<file path="src/hdl/tsk_pkg.sv">
// Shared constants and codes for the Kahn topological sort block.
// No dependencies; used by the top level topological_sort_kahn.
package tsk_pkg;

    localparam int VTX_W = 6;  // width of a vertex number
    localparam int CNT_W = 7;  // width of the vertex count register

    localparam logic [CNT_W-1:0] VCOUNT_RESET = 7'd1;

    localparam logic ACT_ADD = 1'b0;
    localparam logic ACT_RUN = 1'b1;

endpackage

</file>
<file path="src/hdl/tsk_ram.sv">
// Generic single-write, single-read RAM with a registered read port.
// No dependencies; used for the edge, in-degree and queue stores.
module tsk_ram #(
    parameter int WIDTH = 8,
    parameter int DEPTH = 16
) (
    input  logic                                   clk,
    input  logic                                   we,
    input  logic [(DEPTH > 1 ? $clog2(DEPTH) : 1)-1:0] waddr,
    input  logic [WIDTH-1:0]                       wdata,
    input  logic [(DEPTH > 1 ? $clog2(DEPTH) : 1)-1:0] raddr,
    output logic [WIDTH-1:0]                       rdata
);

    logic [WIDTH-1:0] mem [DEPTH];

    always_ff @(posedge clk)
    begin
        if (we)
        begin
            mem[waddr] <= wdata;
        end
        rdata <= mem[raddr];
    end

endmodule

</file>
<file path="src/hdl/topological_sort_kahn.sv">
// Top level of the Kahn topological sort block.
// Depends on tsk_pkg and tsk_ram.
//
// Edge beats (action add) are taken one per cycle while the block is idle and
// stored in arrival order; an edge naming a vertex at or above the vertex count,
// or arriving with the store full, is dropped and remembered in a flag. A run
// beat starts a sequencer that owns three single-port-read RAMs (edges,
// in-degrees and the ready queue) and walks them one access at a time, so the
// input is not ready until the run has ended, and the run also waits while the
// output is stalled. The run first clears the in-degrees, then counts them over
// the stored edges, then seeds the queue with every vertex of in-degree zero;
// every popped vertex then scans the whole edge store, decrementing the
// in-degree of each out-edge target. Each popped vertex becomes one output beat
// after its out-edges are processed, and the beat that empties the queue carries
// last, incomplete and edge_dropped. A run that emits nothing gives a single beat
// with has_vertex low. The run clears the edge store and the drop flag. The
// vertex count register may be written whenever the block is idle; values above
// MAX_VERTICES are treated as MAX_VERTICES.
module topological_sort_kahn #(
    parameter int MAX_VERTICES = 64,
    parameter int MAX_EDGES    = 256
) (
    input  logic                      clk,
    input  logic                      rst_n,
    input  logic                      cfg_valid,
    output logic                      cfg_ready,
    input  logic [tsk_pkg::CNT_W-1:0] cfg_data,
    input  logic                      in_valid,
    output logic                      in_ready,
    input  logic                      action,
    input  logic [tsk_pkg::VTX_W-1:0] src,
    input  logic [tsk_pkg::VTX_W-1:0] dst,
    output logic                      out_valid,
    input  logic                      out_ready,
    output logic [tsk_pkg::VTX_W-1:0] vertex,
    output logic                      has_vertex,
    output logic                      last,
    output logic                      incomplete,
    output logic                      edge_dropped
);

    localparam int EAW = (MAX_EDGES > 1) ? $clog2(MAX_EDGES) : 1;
    localparam int EW  = $clog2(MAX_EDGES + 1);
    localparam int VAW = $clog2(MAX_VERTICES);
    localparam int CW  = tsk_pkg::CNT_W;
    localparam int VW  = tsk_pkg::VTX_W;
    localparam logic [CW-1:0] MAXV = CW'(MAX_VERTICES);
    localparam logic [EW-1:0] MAXE = EW'(MAX_EDGES);

    typedef enum logic [3:0] {
        S_IDLE, S_CLR, S_CNT_RD, S_CNT_E, S_CNT_INC, S_SEED_RD, S_SEED_CHK,
        S_POP, S_POP_W, S_WALK_RD, S_WALK_E, S_WALK_D, S_EMIT
    } state_t;

    state_t         state_reg;
    logic [CW-1:0]  vcount_reg;
    logic [EW-1:0]  etotal_reg;
    logic           drop_reg;
    logic [CW-1:0]  i_reg;
    logic [EW-1:0]  e_reg;
    logic [CW-1:0]  head_reg;
    logic [CW-1:0]  tail_reg;
    logic [VW-1:0]  v_reg;
    logic [VW-1:0]  t_reg;
    logic           has_reg;

    logic           out_valid_reg;
    logic [VW-1:0]  vertex_reg;
    logic           has_out_reg;
    logic           last_reg;
    logic           inc_reg;
    logic           dropped_reg;

    logic [CW-1:0]  n;
    logic           in_fire;
    logic           add_bad;
    logic           out_free;

    logic           edge_we;
    logic [2*VW-1:0] edge_rdata;
    logic [VW-1:0]  e_src;
    logic [VW-1:0]  e_dst;

    logic           deg_we;
    logic [VAW-1:0] deg_waddr;
    logic [EW-1:0]  deg_wdata;
    logic [VAW-1:0] deg_raddr;
    logic [EW-1:0]  deg_rdata;

    logic           q_we;
    logic [VW-1:0]  q_wdata;
    logic [VW-1:0]  q_rdata;

    // The count register saturates at the vertex capacity when used.
    assign n         = (vcount_reg > MAXV) ? MAXV : vcount_reg;
    assign cfg_ready = (state_reg == S_IDLE);
    assign in_ready  = (state_reg == S_IDLE);
    assign in_fire   = in_valid && in_ready;
    assign add_bad   = ({1'b0, src} >= n) || ({1'b0, dst} >= n) || (etotal_reg == MAXE);
    assign out_free  = !out_valid_reg || out_ready;

    assign e_src = edge_rdata[2*VW-1:VW];
    assign e_dst = edge_rdata[VW-1:0];

    assign edge_we = in_fire && (action == tsk_pkg::ACT_ADD) && !add_bad;

    tsk_ram #(.WIDTH(2 * VW), .DEPTH(MAX_EDGES)) u_edge_ram (
        .clk   (clk),
        .we    (edge_we),
        .waddr (etotal_reg[EAW-1:0]),
        .wdata ({src, dst}),
        .raddr (e_reg[EAW-1:0]),
        .rdata (edge_rdata)
    );

    // In-degree and queue port control: cleared, incremented while counting, read while
    // seeding, and decremented while walking the out-edges of a popped vertex.
    always_comb
    begin
        deg_we    = 1'b0;
        deg_waddr = t_reg[VAW-1:0];
        deg_wdata = deg_rdata + EW'(1);
        deg_raddr = e_dst[VAW-1:0];
        q_we      = 1'b0;
        q_wdata   = t_reg;
        case (state_reg)
            S_CLR:
            begin
                deg_we    = 1'b1;
                deg_waddr = i_reg[VAW-1:0];
                deg_wdata = '0;
            end
            S_CNT_INC:
            begin
                deg_we = 1'b1;
            end
            S_SEED_RD:
            begin
                deg_raddr = i_reg[VAW-1:0];
            end
            S_SEED_CHK:
            begin
                q_we    = (deg_rdata == '0);
                q_wdata = i_reg[VW-1:0];
            end
            S_WALK_D:
            begin
                deg_we    = (deg_rdata != '0);
                deg_wdata = deg_rdata - EW'(1);
                q_we      = (deg_rdata == EW'(1));
            end
            default:
            begin
            end
        endcase
    end

    tsk_ram #(.WIDTH(EW), .DEPTH(MAX_VERTICES)) u_deg_ram (
        .clk   (clk),
        .we    (deg_we),
        .waddr (deg_waddr),
        .wdata (deg_wdata),
        .raddr (deg_raddr),
        .rdata (deg_rdata)
    );

    tsk_ram #(.WIDTH(VW), .DEPTH(MAX_VERTICES)) u_queue_ram (
        .clk   (clk),
        .we    (q_we),
        .waddr (tail_reg[VAW-1:0]),
        .wdata (q_wdata),
        .raddr (head_reg[VAW-1:0]),
        .rdata (q_rdata)
    );

    always_ff @(posedge clk or negedge rst_n)
    begin
        if (!rst_n)
        begin
            state_reg     <= S_IDLE;
            vcount_reg    <= tsk_pkg::VCOUNT_RESET;
            etotal_reg    <= '0;
            drop_reg      <= 1'b0;
            out_valid_reg <= 1'b0;
            i_reg         <= '0;
            e_reg         <= '0;
            head_reg      <= '0;
            tail_reg      <= '0;
            v_reg         <= '0;
            t_reg         <= '0;
            has_reg       <= 1'b0;
            vertex_reg    <= '0;
            has_out_reg   <= 1'b0;
            last_reg      <= 1'b0;
            inc_reg       <= 1'b0;
            dropped_reg   <= 1'b0;
        end
        else
        begin
            if (cfg_valid && cfg_ready)
            begin
                vcount_reg <= cfg_data;
            end
            // The emit state loads the output register itself.
            if (out_valid_reg && out_ready && (state_reg != S_EMIT))
            begin
                out_valid_reg <= 1'b0;
            end
            case (state_reg)
                S_IDLE:
                begin
                    if (in_fire)
                    begin
                        if (action == tsk_pkg::ACT_ADD)
                        begin
                            if (add_bad)
                            begin
                                drop_reg <= 1'b1;
                            end
                            else
                            begin
                                etotal_reg <= etotal_reg + EW'(1);
                            end
                        end
                        else
                        begin
                            i_reg    <= '0;
                            e_reg    <= '0;
                            head_reg <= '0;
                            tail_reg <= '0;
                            state_reg <= (n == '0) ? S_POP : S_CLR;
                        end
                    end
                end
                S_CLR:
                begin
                    i_reg <= i_reg + CW'(1);
                    if (i_reg + CW'(1) == n)
                    begin
                        state_reg <= S_CNT_RD;
                    end
                end
                S_CNT_RD:
                begin
                    if (e_reg == etotal_reg)
                    begin
                        i_reg     <= '0;
                        state_reg <= S_SEED_RD;
                    end
                    else
                    begin
                        state_reg <= S_CNT_E;
                    end
                end
                S_CNT_E:
                begin
                    // Edges left over from a larger vertex count are skipped.
                    if (({1'b0, e_src} < n) && ({1'b0, e_dst} < n))
                    begin
                        t_reg     <= e_dst;
                        state_reg <= S_CNT_INC;
                    end
                    else
                    begin
                        e_reg     <= e_reg + EW'(1);
                        state_reg <= S_CNT_RD;
                    end
                end
                S_CNT_INC:
                begin
                    e_reg     <= e_reg + EW'(1);
                    state_reg <= S_CNT_RD;
                end
                S_SEED_RD:
                begin
                    state_reg <= S_SEED_CHK;
                end
                S_SEED_CHK:
                begin
                    if (deg_rdata == '0)
                    begin
                        tail_reg <= tail_reg + CW'(1);
                    end
                    i_reg <= i_reg + CW'(1);
                    state_reg <= (i_reg + CW'(1) == n) ? S_POP : S_SEED_RD;
                end
                S_POP:
                begin
                    if (head_reg == tail_reg)
                    begin
                        has_reg   <= 1'b0;
                        state_reg <= S_EMIT;
                    end
                    else
                    begin
                        state_reg <= S_POP_W;
                    end
                end
                S_POP_W:
                begin
                    v_reg     <= q_rdata;
                    has_reg   <= 1'b1;
                    head_reg  <= head_reg + CW'(1);
                    e_reg     <= '0;
                    state_reg <= S_WALK_RD;
                end
                S_WALK_RD:
                begin
                    state_reg <= (e_reg == etotal_reg) ? S_EMIT : S_WALK_E;
                end
                S_WALK_E:
                begin
                    if ((e_src == v_reg) && ({1'b0, e_dst} < n))
                    begin
                        t_reg     <= e_dst;
                        state_reg <= S_WALK_D;
                    end
                    else
                    begin
                        e_reg     <= e_reg + EW'(1);
                        state_reg <= S_WALK_RD;
                    end
                end
                S_WALK_D:
                begin
                    if (deg_rdata == EW'(1))
                    begin
                        tail_reg <= tail_reg + CW'(1);
                    end
                    e_reg     <= e_reg + EW'(1);
                    state_reg <= S_WALK_RD;
                end
                S_EMIT:
                begin
                    // After seeding the queue only grows during a walk, so an empty queue
                    // here means this beat ends the run.
                    if (out_free)
                    begin
                        out_valid_reg <= 1'b1;
                        vertex_reg    <= has_reg ? v_reg : '0;
                        has_out_reg   <= has_reg;
                        if (head_reg == tail_reg)
                        begin
                            last_reg    <= 1'b1;
                            inc_reg     <= (head_reg < n);
                            dropped_reg <= drop_reg;
                            etotal_reg  <= '0;
                            drop_reg    <= 1'b0;
                            state_reg   <= S_IDLE;
                        end
                        else
                        begin
                            last_reg    <= 1'b0;
                            inc_reg     <= 1'b0;
                            dropped_reg <= 1'b0;
                            state_reg   <= S_POP;
                        end
                    end
                end
                default:
                begin
                    state_reg <= S_IDLE;
                end
            endcase
        end
    end

    assign out_valid    = out_valid_reg;
    assign vertex       = vertex_reg;
    assign has_vertex   = has_out_reg;
    assign last         = last_reg;
    assign incomplete   = inc_reg;
    assign edge_dropped = dropped_reg;

endmodule
</file>
<file path="config.mk">
export PLATFORM = sky130hd
export DESIGN_NAME = topological_sort_kahn
export DESIGN_NICKNAME = d
export VERILOG_FILES = /design/src/hdl/tsk_pkg.sv /design/src/hdl/tsk_ram.sv /design/src/hdl/topological_sort_kahn.sv
export SDC_FILE = /design/constraint.sdc
export NUM_CORES = 2
export LEC_CHECK = 0
export BUFFER_PORTS_ARGS = -buffer_cell sky130_fd_sc_hd__buf_2
export CORE_MARGIN = 5
export CORE_UTILIZATION = 25
export CTS_CLUSTER_DIAMETER = 150
export DETAILED_ROUTE_END_ITERATION = 10
export GPL_TIMING_DRIVEN = 1
export PLACE_DENSITY = 0.41
export RECOVER_POWER = 50
export SETUP_SLACK_MARGIN = 0.05
export SYNTH_ARGS = -nofsm -noshare
export SYNTH_HDL_FRONTEND = slang
export SYNTH_SLANG_ARGS = --single-unit
</file>
<file path="constraint.sdc">
create_clock -name clk -period 5 [get_ports clk]
set_clock_uncertainty 0.15 [all_clocks]
set_input_delay 0.25 -clock clk [delete_from_list [all_inputs] [get_ports clk]]
set_output_delay 0.25 -clock clk [all_outputs]
set_load 0.05 [all_outputs]
</file>
==> results.cfg <==
[cts]
clock_path_buffers = 4
htree_levels = 5
ctsResizeCount = 0
clock_latency_ps = 1010
cts_made_buffers = 438
cts_setup_buffers = 0
ctsHoldBuffers = 31
cts-root-buf = clkbuf_16
path_clk_slew_ps = 60
cts_tree = done
cts.sinks = 4134

[setup_path]
rr_worst_depth = 10
cp_max_fo = 53
r2r_start = e_reg[0]$_DFFE_PN0P_
worstPathRequired_ps = 5500
r2r_slack_ps = 260
r2r_end = u_edge_ram.rdata[1]$_DFF_P_
cpMostUsedCell = clkbuf_1
crit_cells = 5
cp_slowest_cell = clkbuf_1
slowest_delay_ps = 1840
crit_buf_inv = 5
cp_data_arrival_time_ps = 5280
worst_setup_path_end_kind = flip-flop
cp-start-kind = primary input
crit_family = buffers and inverters
path_class = primary input to flip-flop
worstPathCellList = dlygate4sd3_1, clkbuf_1, clkbuf_1, buf_4, clkbuf_4

[cells_and_area]
largest_register_ffs = 3072
final_cells = 17600
largest_register = u_edge_ram.mem
top_regs = u_edge_ram.mem (3072), u_deg_ram.mem (576), u_queue_ram.mem (384)
area_growth_pct = 17.6
nets = 8636
post-route-cell-area_sq_um = 191000
final_core_util_pct = 29.4
drive_gt1_share_pct = 25.7
nFillCells = 63100

[synth]
ys.warnings.count = 0
synth_most_common_cell = edfxtp_1
ys_top_cells_by_area = edfxtp_1 75%, mux4_2 14%, mux2i_1 1.7%, nor2_1 1.2%, dfrtp_1 1.1%
synth_top_cells_by_count = 4032 x edfxtp_1, 994 x mux4_2, 503 x nor2_1, 427 x nand2_1, 283 x mux2i_1
synth_area_leader_cell = edfxtp_1
synth_edf_count = 4032
syn_avg_cell_area_sq_um = 20.7
yosysUniqueCellTypes = 89
ys.flop_type = edfxtp_1
synth.top_cell.area_share_pct = 74.6
synth_cells = 7844
syn-cell-area_sq_um = 162000
synth_nets = 7909
yosysSeqAreaShare_pct = 76.1
synth-seq-cells = 4134
async_flop_share_pct = 1.81

[sta]
setup_viol = 0
slew_headroom_pct = -112
layout_setup_ws_ps = 217
drv_slew = 1681
finalHoldViolCount = 0
tightest_slew_ps = 3170
min_period_over_period_pct = 95.7
min_period_ps = 4780
rsz0062_at_grt = no
clock.fmax_mhz = 209
tns_ps = 0

[global_route]
grt_start_max_net_pins = 131
grt_pass1_wl_mm = 710
gr-total-overflow = 0
grt_pass1_vias = 85200
grt_antenna_before_repair = 27
track_usage_pct = 14.9

[routing]
dr.pass1.iters = 6
drt_wl_total_mm = 514
num_vias = 82500
drc = 0
drt_iter0_drc = 8597
detail-route-antenna-nets = 0
drt-wirelength-per-cell_um = 29.2
routed_via_density = 4.69

[floorplan]
ios = 38
core_sq_um = 648000
die_h_um = 816
die_x_um = 816
rows = 296
start_util_pct = 25.0
die_area_sq_um = 665000

[placement]
dp_hpwl_mm = 326
dp_slack_ps = 194
place_congestion = 0.808
dpl-instance-area_sq_um = 177000
dp.cells = 16700
port_buffers = 37

[power]
ir_worst_vdd_uv = 523
p_leak_nw = 58.8
p_per_area_nw_per_um2 = 504

[hold_path]
min_path_cells = 3
min-delay-start = cfg_valid
hp-class = primary input to flip-flop
hold_path_end = vcount_reg[3]$_DFFE_PN0P_

[outcome]
violations = capacitance limit, slew limit
status = finished, violations left

[flow_run]
cap_violations = 36
worst max path at each step:
stage,from,to
CTS,e_reg[3]$_DFFE_PN0P_,u_edge_ram.rdata[0]$_DFF_P_
global route,src[1],u_edge_ram.mem[16][7]$_DFFE_PP_
finish,dst[5],u_edge_ram.mem[44][5]$_DFFE_PP_
detailed placement,e_reg[3]$_DFFE_PN0P_,u_edge_ram.rdata[0]$_DFF_P_
global placement,e_reg[3]$_DFFE_PN0P_,u_edge_ram.rdata[0]$_DFF_P_
floorplan,u_deg_ram.rdata[2]$_DFF_P_,u_deg_ram.mem[0][8]$_DFFE_PP_
report_power, final:
group | internal [mW] | switching [mW]
clock network | 18.7 | 13.9
logic | 8.46 | 13.8
registers | 40.4 | 0.916
total | 67.6 | 28.6
stage by stage:
| step | hold WS [ps] | power [mW] |
|---|---|---|
| 2_1_floorplan | -196 | 55.3 |
| 3_3_place_gp | 113 | 64.8 |
| 3_5_place_dp | 112 | 65.0 |
| 4_1_cts | 2.76 | 97.8 |
| 5_1_grt | 4.43 | 99.9 |
| 6_report | 110 | 96.2 |
placed cells by master, fill, tap and decap left out, types with 27 or more instances in the layout:
cell | synthesis | routed
mux4_2 | 994 | 994
a221oi_1 | 71 | 71
dfxtp_1 | 27 | 27
clkbuf_1 | 151 | 177
clkbuf_16 | 0 | 442
dfrtp_1 | 74 | 64
ha_1 | 40 | 40
o21ai_0 | 133 | 129
nand2_1 | 427 | 424
edfxtp_1 | 4032 | 4032
mux2i_1 | 283 | 281
dlygate4sd3_1 | 0 | 29
nand3_1 | 73 | 74
buf_12 | 5 | 57
bufinv_16 | 0 | 44
a22oi_1 | 60 | 60
a31oi_1 | 31 | 31
nor3_1 | 30 | 27
nor2_1 | 503 | 499
a21oi_1 | 159 | 158
clkinv_1 | 3 | 100
clkinv_2 | 0 | 74
buf_4 | 61 | 511
area by class of cell:
cell class / instances / area, sq um / area share, %
tap: 8642 / 10800 / 5.66
clock inverter: 262 / 2730 / 1.43
antenna: 6 / 15.0 / 0.00787
multi-input combinational: 3257 / 36300 / 19.0
clock buffer: 552 / 11600 / 6.07
sequential: 4134 / 124000 / 64.7
timing repair buffer: 720 / 5830 / 3.05
inverter: 20 / 87.6 / 0.0459
per-layer routing:
layer	vias up	wire length, um	track usage [%]
met2	2711	247000	24.8
li1	34000	-	-
met3	671	25600	1.83
met5	-	13	0
met4	2	14500	3.72
met1	45100	226000	20.8
cell families after synthesis:
logic type	share of synthesized area, %
adder cells (fa/ha/maj)	0.308
AO/OA/AOI/OAI	2.78
flip-flops	76.1
buffers and inverters	1.65
multiplexers	15.9
AND/OR/NAND/NOR	3.13
XOR/XNOR	0.178
worst register-to-register path, cell delays in order (launching register included):
cell	delay (ps)
dfrtp_4	900
buf_12	290
buf_12	320
mux4_2	620
a21oi_1	200
nor2_1	60
a221oi_1	610
a21oi_1	160
a221oi_1	960
o32ai_1	200
buf_4	180
Power figures use the tool's default switching activity.
